`src/tsw_queue.sv`:
```
// ----------------------------------------------------------------------------
// tsw_queue
// Two-entry command queue between the front and back parts.
// ----------------------------------------------------------------------------
module tsw_queue #(
    parameter int DW = 8
) (
    input  logic          i_clk,
    input  logic          i_rst_n,
    input  logic          i_push,
    input  logic [DW-1:0] i_data,
    output logic          o_full,
    input  logic          i_pop,
    output logic [DW-1:0] o_data,
    output logic          o_empty
);

    logic [DW-1:0] r_mem [2];
    logic          r_wp;
    logic          r_rp;
    logic [1:0]    r_cnt;

    assign o_full  = (r_cnt == 2'd2);
    assign o_empty = (r_cnt == 2'd0);
    assign o_data  = r_mem[r_rp];

    always_ff @(posedge i_clk) begin
        if (i_push) begin
            r_mem[r_wp] <= i_data;
        end
    end

    always_ff @(posedge i_clk) begin
        if (!i_rst_n) begin
            r_wp  <= 1'b0;
            r_rp  <= 1'b0;
            r_cnt <= 2'd0;
        end else begin
            if (i_push) begin
                r_wp <= ~r_wp;
            end
            if (i_pop) begin
                r_rp <= ~r_rp;
            end
            r_cnt <= r_cnt + 2'(i_push) - 2'(i_pop);
        end
    end

endmodule

```
`config.mk`:
```
export PLATFORM = sky130hd
export DESIGN_NAME = tsw_queue
export DESIGN_NICKNAME = d
export VERILOG_FILES = /design/src/tsw_queue.sv
export SDC_FILE = /design/constraint.sdc
export NUM_CORES = 1
export LEC_CHECK = 0
export BUFFER_PORTS_ARGS = -buffer_cell sky130_fd_sc_hd__buf_4
export CELL_PAD_IN_SITES_DETAIL_PLACEMENT = 1
export CELL_PAD_IN_SITES_GLOBAL_PLACEMENT = 1
export CORE_UTILIZATION = 46
export CTS_BUF_LIST = sky130_fd_sc_hd__clkbuf_8
export DETAILED_ROUTE_END_ITERATION = 8
export PLACE_DENSITY = 0.92
export RECOVER_POWER = 25
export SLEW_MARGIN = 0
export SYNTH_ARGS = -nofsm -noshare
export SYNTH_HDL_FRONTEND = slang
export SYNTH_SLANG_ARGS = --single-unit
export TNS_END_PERCENT = 30
```
`constraint.sdc`:
```
create_clock -name i_clk -period 3.6 [get_ports i_clk]
set_clock_uncertainty 0.1 [all_clocks]
set_input_delay 0.54 -clock i_clk [delete_from_list [all_inputs] [get_ports i_clk]]
set_output_delay 0.54 -clock i_clk [all_outputs]
set_load 0.005 [all_outputs]
```
==> impl_metrics.env <==
export IMPL_fin_util=0.654
export IMPL_cts_root_buffer="clkbuf_8"
export IMPL_post_route_cells_drive_above_1_share=0.471
export IMPL_clk_pin_slew_ps=70
export IMPL_antenna_found_initial=0
export IMPL_fin_setup_tns_ps=0
export IMPL_grt_ovfl_total=0
export IMPL_post_cts_buffers=0
export IMPL_relSlewSlack=0.473
export IMPL_peakVddDrop_mv=0.329
export IMPL_grt_pass1_wl_um=2260
export IMPL_design_core_area_um2=1560
export IMPL_drtIter0Drc=3
export IMPL_n_fill_cell=149
export IMPL_ant_nets=0
export IMPL_area_growth_pct=27.3
export IMPL_multi_input_area_um2=208
export IMPL_finalWirelength_um=1360
export IMPL_drv_slew=0
export IMPL_drc=1
export IMPL_max_freq_mhz=508
export IMPL_cts_htree_levels=1
export IMPL_syn_cell_area_um2=801
export IMPL_antenna_cells=0
export IMPL_drv_cap=0
export IMPL_gp_congestion=0.677
export IMPL_ctsResizeCount=0
export IMPL_status="complete, but fails checks"
export IMPL_die_w_um=43.7
export IMPL_cts_buffer_depth=2
export IMPL_start_util=0.514
export IMPL_grt_max_degree=13
export IMPL_grt_pass1_vias=476
export IMPL_ys_warn_count=0
export IMPL_rrSetupSlack_ps=2180
export IMPL_synth_seq_cells=21
export IMPL_p_leak_nw=0.413
export IMPL_p_per_area_nw_per_um2=509
export IMPL_hold_buffers=0
export IMPL_avgSynthCellArea_um2=17.4
export IMPL_p_total_mw=0.519
export IMPL_fp_dieH_um=43.7
export IMPL_critPathRequiredTime_ps=2960
export IMPL_nets=85
export IMPL_wl_per_cell_um=15.8
export IMPL_cp_start_kind="flip-flop"
export IMPL_regArea_um2=581
export IMPL_failed_checks="DRC"
export IMPL_critical_path_class="flip-flop to primary output"
export IMPL_clk_latency_ps=250
export IMPL_rsz0062_at_grt="false"
export IMPL_final_common_cell="edfxtp_1"
export IMPL_port_buffers=21
export IMPL_crit_arrival_ps=1330
export IMPL_cts_sinks=21
export IMPL_period_share=0.546
export IMPL_groute_usage_overall=0.184
export IMPL_setup_violations=0
export IMPL_final_cell_mix="16 x edfxtp_1, 15 x buf_4, 8 x mux2_2, 6 x clkbuf_4, 5 x dfxtp_1"
export IMPL_io_pins=22
export IMPL_dp_hpwl_um=990
export IMPL_rows=14
export IMPL_via_per_inst=5.15
export IMPL_hold_class="primary input to flip-flop"
export IMPL_hold_viol=0
export IMPL_num_vias=443
export IMPL_design_area_um2=1020
export IMPL_tightest_slew_ps=789
export IMPL_cts_buffers=3
export IMPL_synth_yosys_seq_area_share=0.725
export IMPL_post_route_min_period_ps=1970
export IMPL_worst_path_max_fanout=8
export IMPL_drtPass1Iterations=5
export IMPL_synth_fp_nets=60
export IMPL_die_area_um2=1910
export IMPL_place_area_um2=973
export IMPL_cts_tree="built"
export IMPL_synthCells=46
export IMPL_endpoint_kind="primary output"
export IMPL_yosysUniqueCellTypes=12
## final timing paths
kind	depth (start not counted)	start	endpoint
worst max-delay path	2	flip-flop	o_data[3]
worst min-delay path	1	i_data[7]	r_mem[0][7]
worst min register to register	2	r_rp	flip-flop
worst max register to register	1	r_wp	r_mem[0][1]
## state kept, by name (all words and copies together), names as in the netlist, named ones only
register  flops
r_cnt         2
r_mem        16
r_rp          1
r_wp          1
## Yosys cell counts
cell type / instances / area [µm²]
and2_1: 4 / 25.0
edfxtp_1: 16 / 480
xnor3_1: 1 / 22.5
o21a_1: 1 / 7.51
inv_1: 2 / 7.51
nor2_1: 1 / 3.75
mux2_2: 8 / 90.1
xor2_1: 1 / 8.76
ha_1: 2 / 25.0
dfxtp_1: 5 / 100
nor2b_1: 4 / 25.0
buf_2: 1 / 5.00
## final cells by class
type	count	share of cell area
clock inverter	1	0.00491
clock buffer	3	0.0405
multi-input combinational	22	0.204
tap	16	0.0196
timing repair buffer	21	0.155
inverter	2	0.00736
sequential	21	0.569
## layer usage
layer  GRT usage  wire length (µm)
met5           0                 0
met4       0.113                19
met3      0.0625                77
met2       0.325               779
met1       0.182               486
## power by group
group / total, mW / internal, mW / switching (mW)
Clock: 0.148 / 0.0769 / 0.0714
Sequential: 0.291 / 0.279 / 0.0113
Combinational: 0.0802 / 0.0527 / 0.0275
## worst max-delay path, stage by stage (launching register included)
cell and delay (ps):
dfxtp_1 540, mux2_2 390, buf_4 140
## kinds of logic (layout without fill, tap and decap cells)
family	after synthesis	after routing	share of synthesized area
AOI/OAI and AO/OA	1	1	0.00938
xor gates and xnor gates	2	2	0.0391
and+or+nand+nor	9	9	0.0672
muxes	8	8	0.113
buffers and inverters	3	27	0.0156
DFF	21	21	0.725
adders and majority gates	2	2	0.0312
## metrics by stage
stage	hold WS, ps	std cells	setup slack [ps]
after floorplan	455	46	2130
after global placement	467	82	1910
after detailed placement	501	82	1820
after CTS	358	86	1620
after global routing	365	86	1570
final	372	86	1630
Power figures use the tool's default switching activity.
