<file path="src/tsw_pkg.sv">
// ----------------------------------------------------------------------------
// tsw_pkg
// Shared constants and types of the wrapping bilinear texture sampler.
// ----------------------------------------------------------------------------
package tsw_pkg;

    localparam int MAX_WIDTH_DEF  = 256;
    localparam int MAX_HEIGHT_DEF = 256;

    localparam int CFG_IDX_W   = 2;
    localparam int CFG_DATA_W  = 9;

    localparam logic [CFG_IDX_W-1:0] REG_WIDTH  = 2'd0;
    localparam logic [CFG_IDX_W-1:0] REG_HEIGHT = 2'd1;
    localparam logic [CFG_IDX_W-1:0] REG_FILTER = 2'd2;

    localparam logic [8:0] RST_WIDTH  = 9'd256;
    localparam logic [8:0] RST_HEIGHT = 9'd256;

    localparam logic FILTER_NEAREST  = 1'b0;
    localparam logic FILTER_BILINEAR = 1'b1;

    localparam logic OP_SAMPLE = 1'b0;
    localparam logic OP_WRITE  = 1'b1;

    localparam logic [1:0] ST_SAMPLE = 2'd0;
    localparam logic [1:0] ST_WRITE  = 2'd1;
    localparam logic [1:0] ST_OOB    = 2'd2;

    typedef enum logic [1:0] {
        K_NEAR  = 2'd0,
        K_BILIN = 2'd1,
        K_WRITE = 2'd2,
        K_WOOB  = 2'd3
    } t_kind;

endpackage

</file>
<file path="src/tsw_front.sv">
// ----------------------------------------------------------------------------
// tsw_front
// Takes items, scales coordinates by the image size, classifies the command.
// ----------------------------------------------------------------------------
module tsw_front #(
    parameter int MAX_WIDTH  = tsw_pkg::MAX_WIDTH_DEF,
    parameter int MAX_HEIGHT = tsw_pkg::MAX_HEIGHT_DEF,
    parameter int WW         = $clog2(MAX_WIDTH + 1),
    parameter int HW         = $clog2(MAX_HEIGHT + 1),
    parameter int AW         = $clog2(MAX_WIDTH * MAX_HEIGHT),
    parameter int CW         = 2 + 16 + WW + 16 + HW + AW + 32
) (
    input  logic          i_clk,
    input  logic          i_rst_n,
    input  logic          i_valid,
    output logic          o_ready,
    input  logic          i_opcode,
    input  logic [111:0]  i_data,
    input  logic [WW-1:0] i_w,
    input  logic [HW-1:0] i_h,
    input  logic          i_mode,
    input  logic          i_clr,
    output logic          o_push,
    output logic [CW-1:0] o_cmd,
    input  logic          i_full
);

    localparam int PXW = 16 + WW;
    localparam int PYW = 16 + HW;

    typedef struct packed {
        tsw_pkg::t_kind   kind;
        logic [PXW-1:0]   px;
        logic [PYW-1:0]   py;
        logic [AW-1:0]    waddr;
        logic [31:0]      wdata;
    } t_cmd;

    logic         r_vld;
    logic         r_op;
    logic [111:0] r_data;
    logic [7:0]   w_x;
    logic [7:0]   w_y;
    logic         w_oob;
    t_cmd         w_cmd;

    assign o_ready = !i_clr && (!r_vld || !i_full);
    assign o_push  = r_vld && !i_full;

    assign w_x   = r_data[71:64];
    assign w_y   = r_data[79:72];
    assign w_oob = (int'(w_x) >= int'(i_w)) || (int'(w_y) >= int'(i_h));

    always_comb begin
        w_cmd.px    = PXW'(r_data[15:0]) * PXW'(i_w);
        w_cmd.py    = PYW'(r_data[47:32]) * PYW'(i_h);
        w_cmd.waddr = AW'(int'(w_y) * MAX_WIDTH + int'(w_x));
        w_cmd.wdata = r_data[111:80];
        if (r_op == tsw_pkg::OP_WRITE) begin
            w_cmd.kind = w_oob ? tsw_pkg::K_WOOB : tsw_pkg::K_WRITE;
        end else begin
            w_cmd.kind = (i_mode == tsw_pkg::FILTER_BILINEAR) ? tsw_pkg::K_BILIN
                                                              : tsw_pkg::K_NEAR;
        end
    end

    assign o_cmd = CW'(w_cmd);

    always_ff @(posedge i_clk) begin
        if (i_valid && o_ready) begin
            r_op   <= i_opcode;
            r_data <= i_data;
        end
    end

    always_ff @(posedge i_clk) begin
        if (!i_rst_n) begin
            r_vld <= 1'b0;
        end else if (i_valid && o_ready) begin
            r_vld <= 1'b1;
        end else if (o_push) begin
            r_vld <= 1'b0;
        end
    end

endmodule

</file>
<file path="config.mk">
export PLATFORM = sky130hd
export DESIGN_NAME = tsw_front
export DESIGN_NICKNAME = d
export VERILOG_FILES = /design/src/tsw_pkg.sv /design/src/tsw_front.sv
export SDC_FILE = /design/constraint.sdc
export NUM_CORES = 1
export LEC_CHECK = 0
export BUFFER_PORTS_ARGS = -buffer_cell sky130_fd_sc_hd__buf_4
export CAP_MARGIN = 0
export CORE_ASPECT_RATIO = 0.6
export CORE_MARGIN = 2
export CORE_UTILIZATION = 30
export CTS_CLUSTER_DIAMETER = 120
export DETAILED_ROUTE_END_ITERATION = 12
export GPL_TIMING_DRIVEN = 0
export PLACE_DENSITY = 0.58
export SLEW_MARGIN = 10
export SYNTH_ARGS = -nofsm -noshare
export SYNTH_HDL_FRONTEND = slang
export SYNTH_SLANG_ARGS = --single-unit
</file>
<file path="constraint.sdc">
create_clock -name i_clk -period 5.2 [get_ports i_clk]
set_input_delay 0 -clock i_clk [delete_from_list [all_inputs] [get_ports i_clk]]
set_output_delay 0 -clock i_clk [all_outputs]
set_load 0.02 [all_outputs]
</file>
==> results of run 1 <==
==> where the power goes <==
part           switching [mW]  total [mW]  leakage [nW]  internal (mW)
clock                   0.303       0.680         0.136          0.376
sequential             0.0247       0.786         0.766          0.761
combinational            3.60        6.44          7.15           2.85
==> final cells by class <==
class,count,area share (%)
plain buffers,71,2.766
clock buffers,11,1.414
clock inverters,5,0.3800
inverters,285,6.498
multi-input cells,819,52.42
flip-flops and latches,82,14.90
well taps,531,4.036
repair buffers,348,17.59
==> synthesized netlist by cell type, types with 3 or more instances <==
master | count | area (µm²)
inv_1 | 285 | 1070
fa_1 | 198 | 3964
and2_1 | 159 | 994.7
nand2_1 | 146 | 548.0
ha_1 | 106 | 1326
edfxtp_1 | 81 | 2432
buf_4 | 49 | 367.9
a21oi_1 | 41 | 205.2
xnor2_1 | 29 | 254.0
clkbuf_1 | 26 | 97.59
nor2_1 | 22 | 82.58
o21ai_0 | 16 | 80.08
o21ai_1 | 13 | 65.06
nor2b_1 | 12 | 75.07
a21o_1 | 9 | 67.56
xor2_1 | 9 | 78.83
o21a_1 | 8 | 60.06
nor3_1 | 7 | 35.03
nand3_1 | 6 | 30.03
nand2b_1 | 4 | 25.02
o31a_1 | 4 | 35.03
a211o_1 | 3 | 26.28
o21bai_1 | 3 | 22.52
==> kinds of logic (layout without fill, tap and decap cells) <==
family / after synthesis / after routing / synth area share (%)
AND/OR/NAND/NOR: 365 / 365 / 15.31
buffers and inverters: 360 / 720 / 12.59
adder cells (fa/ha/maj): 304 / 304 / 43.37
AO/OA/AOI/OAI: 112 / 112 / 5.899
flip-flops: 82 / 82 / 20.11
XOR/XNOR: 38 / 38 / 2.729
==> cell usage in the layout (no fill, tap or decap), types with 9 or more instances in the layout <==
cell / n
o21ai_0: 14
nand2_1: 139
nor2b_1: 9
clkbuf_16: 9
edfxtp_1: 81
fa_1: 194
ha_4: 13
inv_1: 279
buf_4: 298
xnor2_1: 28
nor2_1: 21
dlygate4sd3_1: 83
ha_1: 89
and2_1: 152
a21oi_1: 31
clkbuf_1: 20
buf_6: 10
xor2_1: 9
==> metal layers <==
metal	GRT usage, %	part of all wire [%]	up-vias
li1	-	-	4508
met1	24.93	48	4817
met4	4.752	2.4	0
met5	0	0	-
met2	25.44	43	240
met3	4.241	6.1	29
==> flip-flops by register name, indices dropped and copies added, names as in the netlist <==
signal,count
r_op,1
r_data,80
r_vld,1
==> per-stage QoR <==
step	total power, mW	setup WS (ps)	utilization (%)	setup TNS (ps)	instances
after floorplan	4.501	677.0	-	0	1261
after global placement	6.356	-109.6	35.68	-263.1	1994
after detailed placement	6.410	-119.7	35.76	-321.4	1995
after CTS	7.477	1.165	39.43	0	2121
after global routing	8.545	-84.43	40.86	-326.7	2152
final	7.910	72.64	40.86	0	2152
==> path summary, 6_finish.rpt <==
kind,end,slack (ps),depth (start not counted),start
worst max-delay path,o_cmd[72],70,18,r_data[43]
worst min-delay path,r_data[84],240,2,i_valid
worst max register to register,r_vld,3430,5,r_vld
worst min register to register,r_data[84],930,2,r_vld
==> timing repair <==
action                                  CTS  global route
endpoints found under the setup margin   14            16
pin swaps                                12            51
endpoints found under the hold margin    82             0
hold buffers                             83             0
buffers inserted                         31            31
resized for setup                        31            76
==> results.cfg, run 1 <==
[floorplanning]
ios = 239
rows = 57
die_x_um = 264.3
coreArea_um2 = 40290
dieHeight_um = 160.2
dieArea_um2 = 42340
initial_core_util_pct = 30.27

[routing]
dr.pass1.iters = 5
drtIter0Drc = 669
wire_per_inst_um = 16.81
ant_nets = 0
via_per_inst = 4.458
drc = 0
route.vias.total = 9594
wirelength_mm = 36.18

[synthesis]
syn-num-nets = 1702
ys_types = 43
synth_top_flop_cell = edfxtp_1
synth-async-reset-ratio_pct = 0
avgSynthCellArea_um2 = 9.672
synth_edf_count = 81
yosysWarnings = 0
synth-seq-area-share_pct = 20.11
synth_cells = 1261
ys_ff_latch = 82
netlist_area_um2 = 12200

[timing]
hold_viol = 0
max_slew_margin_pct = 52.08
clock.fmax_ghz = 0.1950
holdWs_ps = 240.6
final_max_slew_viol_count = 0
rsz0062_at_grt = yes
worst_pin_slew_ps = 718.8
final-setup-viol-count = 0
period_share_pct = 98.60
fin_crit_ps = 5127
fin_skew_ps = 4.095

[worst_setup_path]
max_stage_delay_ps = 590
end_kind = output pin
worst_path_max_delay_cell = edfxtp_1
cp_data_arrival_time_ps = 5130
cp_top_family = adder cells
path_max_fanout = 7
critPathBufInv = 5
worstSetupPathType = reg2out
cp_common_cell = fa_1
cp.required_ps = 5200
path_cells = buf_12 > nand2_1 > fa_1 > inv_1 > fa_1 > fa_1 > inv_1 > fa_1 > inv_1 > ha_2 > a21o_4 > a31oi_4 > o21ai_2 > a31oi_4 > o311ai_2 > a21oi_1 > xnor2_1 > buf_4
critPathLaunchType = register

[global_route]
grt_pass1_vias = 9978
grt_max_degree = 56
track_usage_pct = 17.21
antenna_found_initial = 1
grt_overflow_total = 0
grt_pass1_wl_mm = 55.90

[cts]
cts_tree = done
clkLatencyLatePin_ps = 350
clk_pin_slew_ps = 70
cts.root.buffer_cell = clkbuf_16
clock-sinks = 82
clk_path_buf_depth = 2
cts-htree-levels = 3
numCtsBuffers = 9

[power]
vdd_ir_drop_max_v = 0.0003156
p_leak_nw = 8.056
cellPowerDensity_nw_per_um2 = 480.5

[placement]
port_buffers = 202
gp_congestion = 0.9039
postPlaceCellArea_um2 = 14410
dp_hpwl_mm = 28.69

[finish]
final_cell_area_um2 = 16460
fillers = 3966
syn_to_final_growth_pct = 34.98
drive_gt1_share_pct = 25.35
regArea_um2 = 2452
multi_input_area_um2 = 8631
num_antenna_cells = 0
nets = 2057

[worst_hold_path]
hold_class = in2reg

[flow_run]
max_cap_viol_count = 0

[run_status]
status = finished clean
Power figures use the tool's default switching activity.
==> run 2: changes to the inputs <==
Clock period 5.2 ns to 5.9 ns, I/O delays scaled along.
==> results.cfg, run 2 (same netlist as run 1, synthesis figures left out) <==
[run_status]
status = finished clean

[worst_setup_path]
critPathLaunchType = register
cp-startpoint = r_data[7]
worstSetupPathType = reg2out
end_kind = output pin
r2r-start = r_vld
cp_data_arrival_time_ps = 5540
cp.required_ps = 5900
path_max_fanout = 9

[cts]
cts_tree = done
cts-htree-levels = 3
clk_pin_slew_ps = 70
clkLatencyLatePin_ps = 350
numCtsBuffers = 9
clock-sinks = 82
cts.root.buffer_cell = clkbuf_16
cts_resized = 0
clk_path_buf_depth = 2
cts_setup_buffers = 0

[timing]
final_max_slew_viol_count = 0
fin_crit_ps = 5543
fin_skew_ps = 2.901
rsz0062_at_grt = no
layout_setup_ws_ps = 356.7
period_share_pct = 93.95
worst_pin_slew_ps = 690.7
final-setup-viol-count = 0
max_slew_margin_pct = 53.95
setup-tns-final_ps = 0
hold_viol = 0
clock.fmax_ghz = 0.1804

[finish]
nets = 1997
mostFrequentLayoutCells = inv_1, buf_4, fa_1
largest_register_ffs = 80
drive_gt1_share_pct = 17.55
layout_commonest_cell = inv_1
num_antenna_cells = 0
syn_to_final_growth_pct = 27.30
fillers = 4010
largest_register = r_data
largest_registers = r_data x80, r_op x1, r_vld x1

[floorplanning]
die_x_um = 264.3
coreArea_um2 = 40290
ios = 239
rows = 57
initial_core_util_pct = 30.27
dieArea_um2 = 42340
dieHeight_um = 160.2

[routing]
wire_per_inst_um = 16.57
ant_nets = 0
wirelength_mm = 34.66
drtIter0Drc = 528
via_per_inst = 4.435
dr.pass1.iters = 5
drc = 0
route.vias.total = 9279

[global_route]
grt_pass1_wl_mm = 54.77
grt_overflow_total = 0
grt_pass1_vias = 9759
antenna_found_initial = 2
track_usage_pct = 16.82
grt_max_degree = 56

[placement]
port_buffers = 202
gp_congestion = 0.9039
pre_cts_slack_ps = 580.3
dp_hpwl_mm = 28.69

[flow_run]
max_cap_viol_count = 0

[power]
p_leak_nw = 7.683
cellPowerDensity_nw_per_um2 = 404.3
switching_share_pct = 50.55
vdd_ir_drop_max_v = 0.0002889
p_seq_share_pct = 11.3
combPwrFrac_pct = 79.2
clock_power_share_pct = 9.5
p_switching_mw = 3.174
internal-power_mw = 3.104

[worst_hold_path]
hold_class = in2reg
worstHoldStart = i_valid
-- run 2: changes by cell type in the layout (fill, tap and decap cells not counted), moves of 8 or more --
cell / delta
ha_4: -13
a21oi_1: +10
ha_1: +17
buf_4: -47
a21oi_2: -8
buf_6: -10
-- run 2: power by group through the flow --
| stage | logic [mW] | clock network (mW) | registers [mW] |
|---|---|---|---|
| finish | 4.97 | 0.598 | 0.706 |
| global route | 5.48 | 0.638 | 0.709 |
| CTS | 5.00 | 0.621 | 0.704 |
| detailed placement | 4.93 | 0 | 0.717 |
| global placement | 4.88 | 0 | 0.720 |
| floorplan | 3.27 | 0 | 0.700 |
-- run 2: final cells by class --
cell class	count	area [µm²]	share of cell area, %
multi-input cells	819	8212	52.89
repair buffers	286	2375	15.30
clock buffers	11	232.7	1.499
inverters	285	1070	6.890
clock inverters	5	62.56	0.4029
plain buffers	73	457.9	2.949
well taps	531	664.4	4.279
flip-flops and latches	82	2452	15.80
-- run 2: critical path, cell delays in order, from the launching register on --
cell and delay [ps]:
edfxtp_1 570, and2_1 260, fa_1 510, fa_1 580, fa_1 450, fa_1 480, ha_1 370, a2111oi_0 430
o21a_1 350, o31a_1 290, a211o_1 220, o21bai_1 80, a21oi_1 170, xnor2_1 210, buf_4 210
-- run 2: final timing paths --
path           endpoint  slack [ps]  cells past startpoint
min          r_data[84]         240                      2
max           o_cmd[94]         360                     14
min reg2reg  r_data[84]         940                      2
max reg2reg       r_vld        4120                      5
-- run 2: metrics by stage --
| stage | instances | total power, mW | hold slack [ps] | util [%] | instance area, µm² |
|---|---|---|---|---|---|
| 2_1_floorplan | 1261 | 3.967 | 78.11 | - | 12200 |
| 3_3_place_gp | 1994 | 5.602 | 178.0 | 35.68 | 14380 |
| 3_5_place_dp | 1995 | 5.649 | 179.2 | 35.76 | 14410 |
| 4_1_cts | 2094 | 6.328 | 229.9 | 38.55 | 15530 |
| 5_1_grt | 2092 | 6.825 | 250.1 | 38.53 | 15530 |
| 6_report | 2092 | 6.278 | 244.7 | 38.53 | 15530 |
-- run 2: repair_timing --
item,in CTS,in global routing
endpoints found under the setup margin,0,1
hold endpoints to repair,82,0
hold buffers,83,0
-- run 2: routing by layer --
layer	share of wire [%]	routed length [µm]	vias up	track usage, %
li1	-	-	4394	-
met1	48	16480	4581	24.41
met2	43	14830	276	24.76
met3	7.3	2527	28	4.271
met5	0	0	-	0
met4	2.4	827	0	4.571
==> run 3: changes to the inputs <==
Settings changed: CORE_MARGIN 2 to 1.5.
==> results.cfg, run 3 (same netlist as run 1, synthesis figures left out) <==
[timing]
clock.fmax_ghz = 0.1795
fin_skew_ps = 4.268
worst_pin_slew_ps = 753.9
holdWs_ps = 228.1
final-setup-viol-count = 0
max_slew_margin_pct = 49.74
period_share_pct = 94.43
final_max_slew_viol_count = 0
hold_viol = 0
rsz0062_at_grt = no
setup-tns-final_ps = 0
fin_crit_ps = 5571

[cts]
cts_resized = 0
cts-htree-levels = 3
numCtsBuffers = 9
clk_pin_slew_ps = 70
clock-sinks = 82
clkLatencyLatePin_ps = 360
cts.root.buffer_cell = clkbuf_16
cts_tree = done
clk_path_buf_depth = 2

[finish]
layout_commonest_cell = inv_1
nets = 1998
largest_registers = r_data x80, r_op x1, r_vld x1
syn_to_final_growth_pct = 27.12
drive_gt1_share_pct = 17.61
fin_cells = 2086
largest_register = r_data
largest_register_ffs = 80
mostFrequentLayoutCells = inv_1, buf_4, fa_1

[global_route]
grt_pass1_vias = 9829
grt_overflow_total = 0
track_usage_pct = 17.12
antenna_found_initial = 0
grt_pass1_wl_mm = 55.48
grt_max_degree = 55

[worst_setup_path]
cp.required_ps = 5900
path_max_fanout = 9
cp_data_arrival_time_ps = 5570
worstSetupPathType = reg2out
critPathLaunchType = register
end_kind = output pin

[power]
p_seq_share_pct = 11.3
p_leak_nw = 7.683
switching_share_pct = 50.91
internal-power_mw = 3.070
p_switching_mw = 3.184
vdd_ir_drop_max_v = 0.0003659
cellPowerDensity_nw_per_um2 = 403.3
clock_power_share_pct = 9.1
combPwrFrac_pct = 79.6

[placement]
dp_hpwl_mm = 29.34
port_buffers = 202
dp.cells = 1986
gp_congestion = 0.9074

[floorplanning]
rows = 56
dieArea_um2 = 41910
die_x_um = 263.3
initial_core_util_pct = 30.81
ios = 239
dieHeight_um = 159.2
coreArea_um2 = 39590

[run_status]
status = finished clean

[worst_hold_path]
hold_class = in2reg

[flow_run]
max_cap_viol_count = 0

[routing]
route.vias.total = 9376
drc = 0
dr.pass1.iters = 5
wire_per_inst_um = 16.98
wirelength_mm = 35.41
drtIter0Drc = 644
via_per_inst = 4.495
ant_nets = 0
run 3: power groups by stage:
| stage | clock (mW) | sequential [mW] | combinational [mW] |
|---|---|---|---|
| 3_3_place_gp | 0 | 0.720 | 4.86 |
| 6_report | 0.571 | 0.706 | 4.98 |
| 5_1_grt | 0.610 | 0.709 | 5.48 |
| 2_1_floorplan | 0 | 0.700 | 3.27 |
| 4_1_cts | 0.594 | 0.704 | 5.00 |
| 3_5_place_dp | 0 | 0.717 | 4.92 |
run 3: timing repair:
action / CTS / global route
hold buffers: 83 / 0
endpoints found under the hold margin: 82 / 0
setup endpoints to repair: 0 / 1
setup buffers: 0 / 0
run 3: critical path, stage by stage (launching register included):
cell and delay [ps]:
edfxtp_1 630, and2_1 290, fa_1 490, fa_1 520, fa_1 530, inv_1 60, fa_1 500, inv_1 50
ha_1 190, a2111oi_0 470, o21a_1 330, o31a_1 290, a211o_1 230, o21ai_1 70, a21oi_1 170, xnor2_1 180
buf_4 190
run 3: final timing paths:
| check | slack [ps] | cells past startpoint | to | from |
|---|---|---|---|---|
| worst min register to register | 990 | 2 | r_data[111] | r_vld |
| worst min-delay path | 230 | 2 | r_data[111] | i_valid |
| worst max register to register | 3690 | 6 | r_vld | r_vld |
| worst max-delay path | 330 | 16 | o_cmd[96] | r_data[5] |
run 3: routing by layer:
layer / GRT usage, % / routed length (µm) / up-vias / share of wire (%)
met5: 0 / 0 / - / 0
met4: 3.547 / 527 / 0 / 1.5
met3: 4.067 / 2277 / 26 / 6.4
met2: 26.14 / 15570 / 291 / 44
met1: 24.63 / 17040 / 4667 / 48
li1: - / - / 4392 / -
run 3: layout make-up:
class | count | area (µm²)
Timing Repair Buffer | 286 | 2375
Clock inverter | 6 | 47.55
Tap cell | 522 | 653.1
Sequential cell | 82 | 2452
Antenna cell | 2 | 5.005
Buffer | 74 | 461.7
Inverter | 285 | 1070
Multi-Input combinational cell | 819 | 8212
Clock buffer | 10 | 229.0
Fill cell | 3903 | 24080
run 3: metrics by stage:
step,cell area (µm²),utilization (%),total power [mW],setup slack [ps]
finish,15500,39.17,6.254,328.5
global route,15500,39.15,6.794,0.03375
CTS,15500,39.16,6.301,251.6
detailed placement,14400,36.37,5.641,516.1
global placement,14370,36.29,5.583,573.5
floorplan,12200,-,3.967,1377
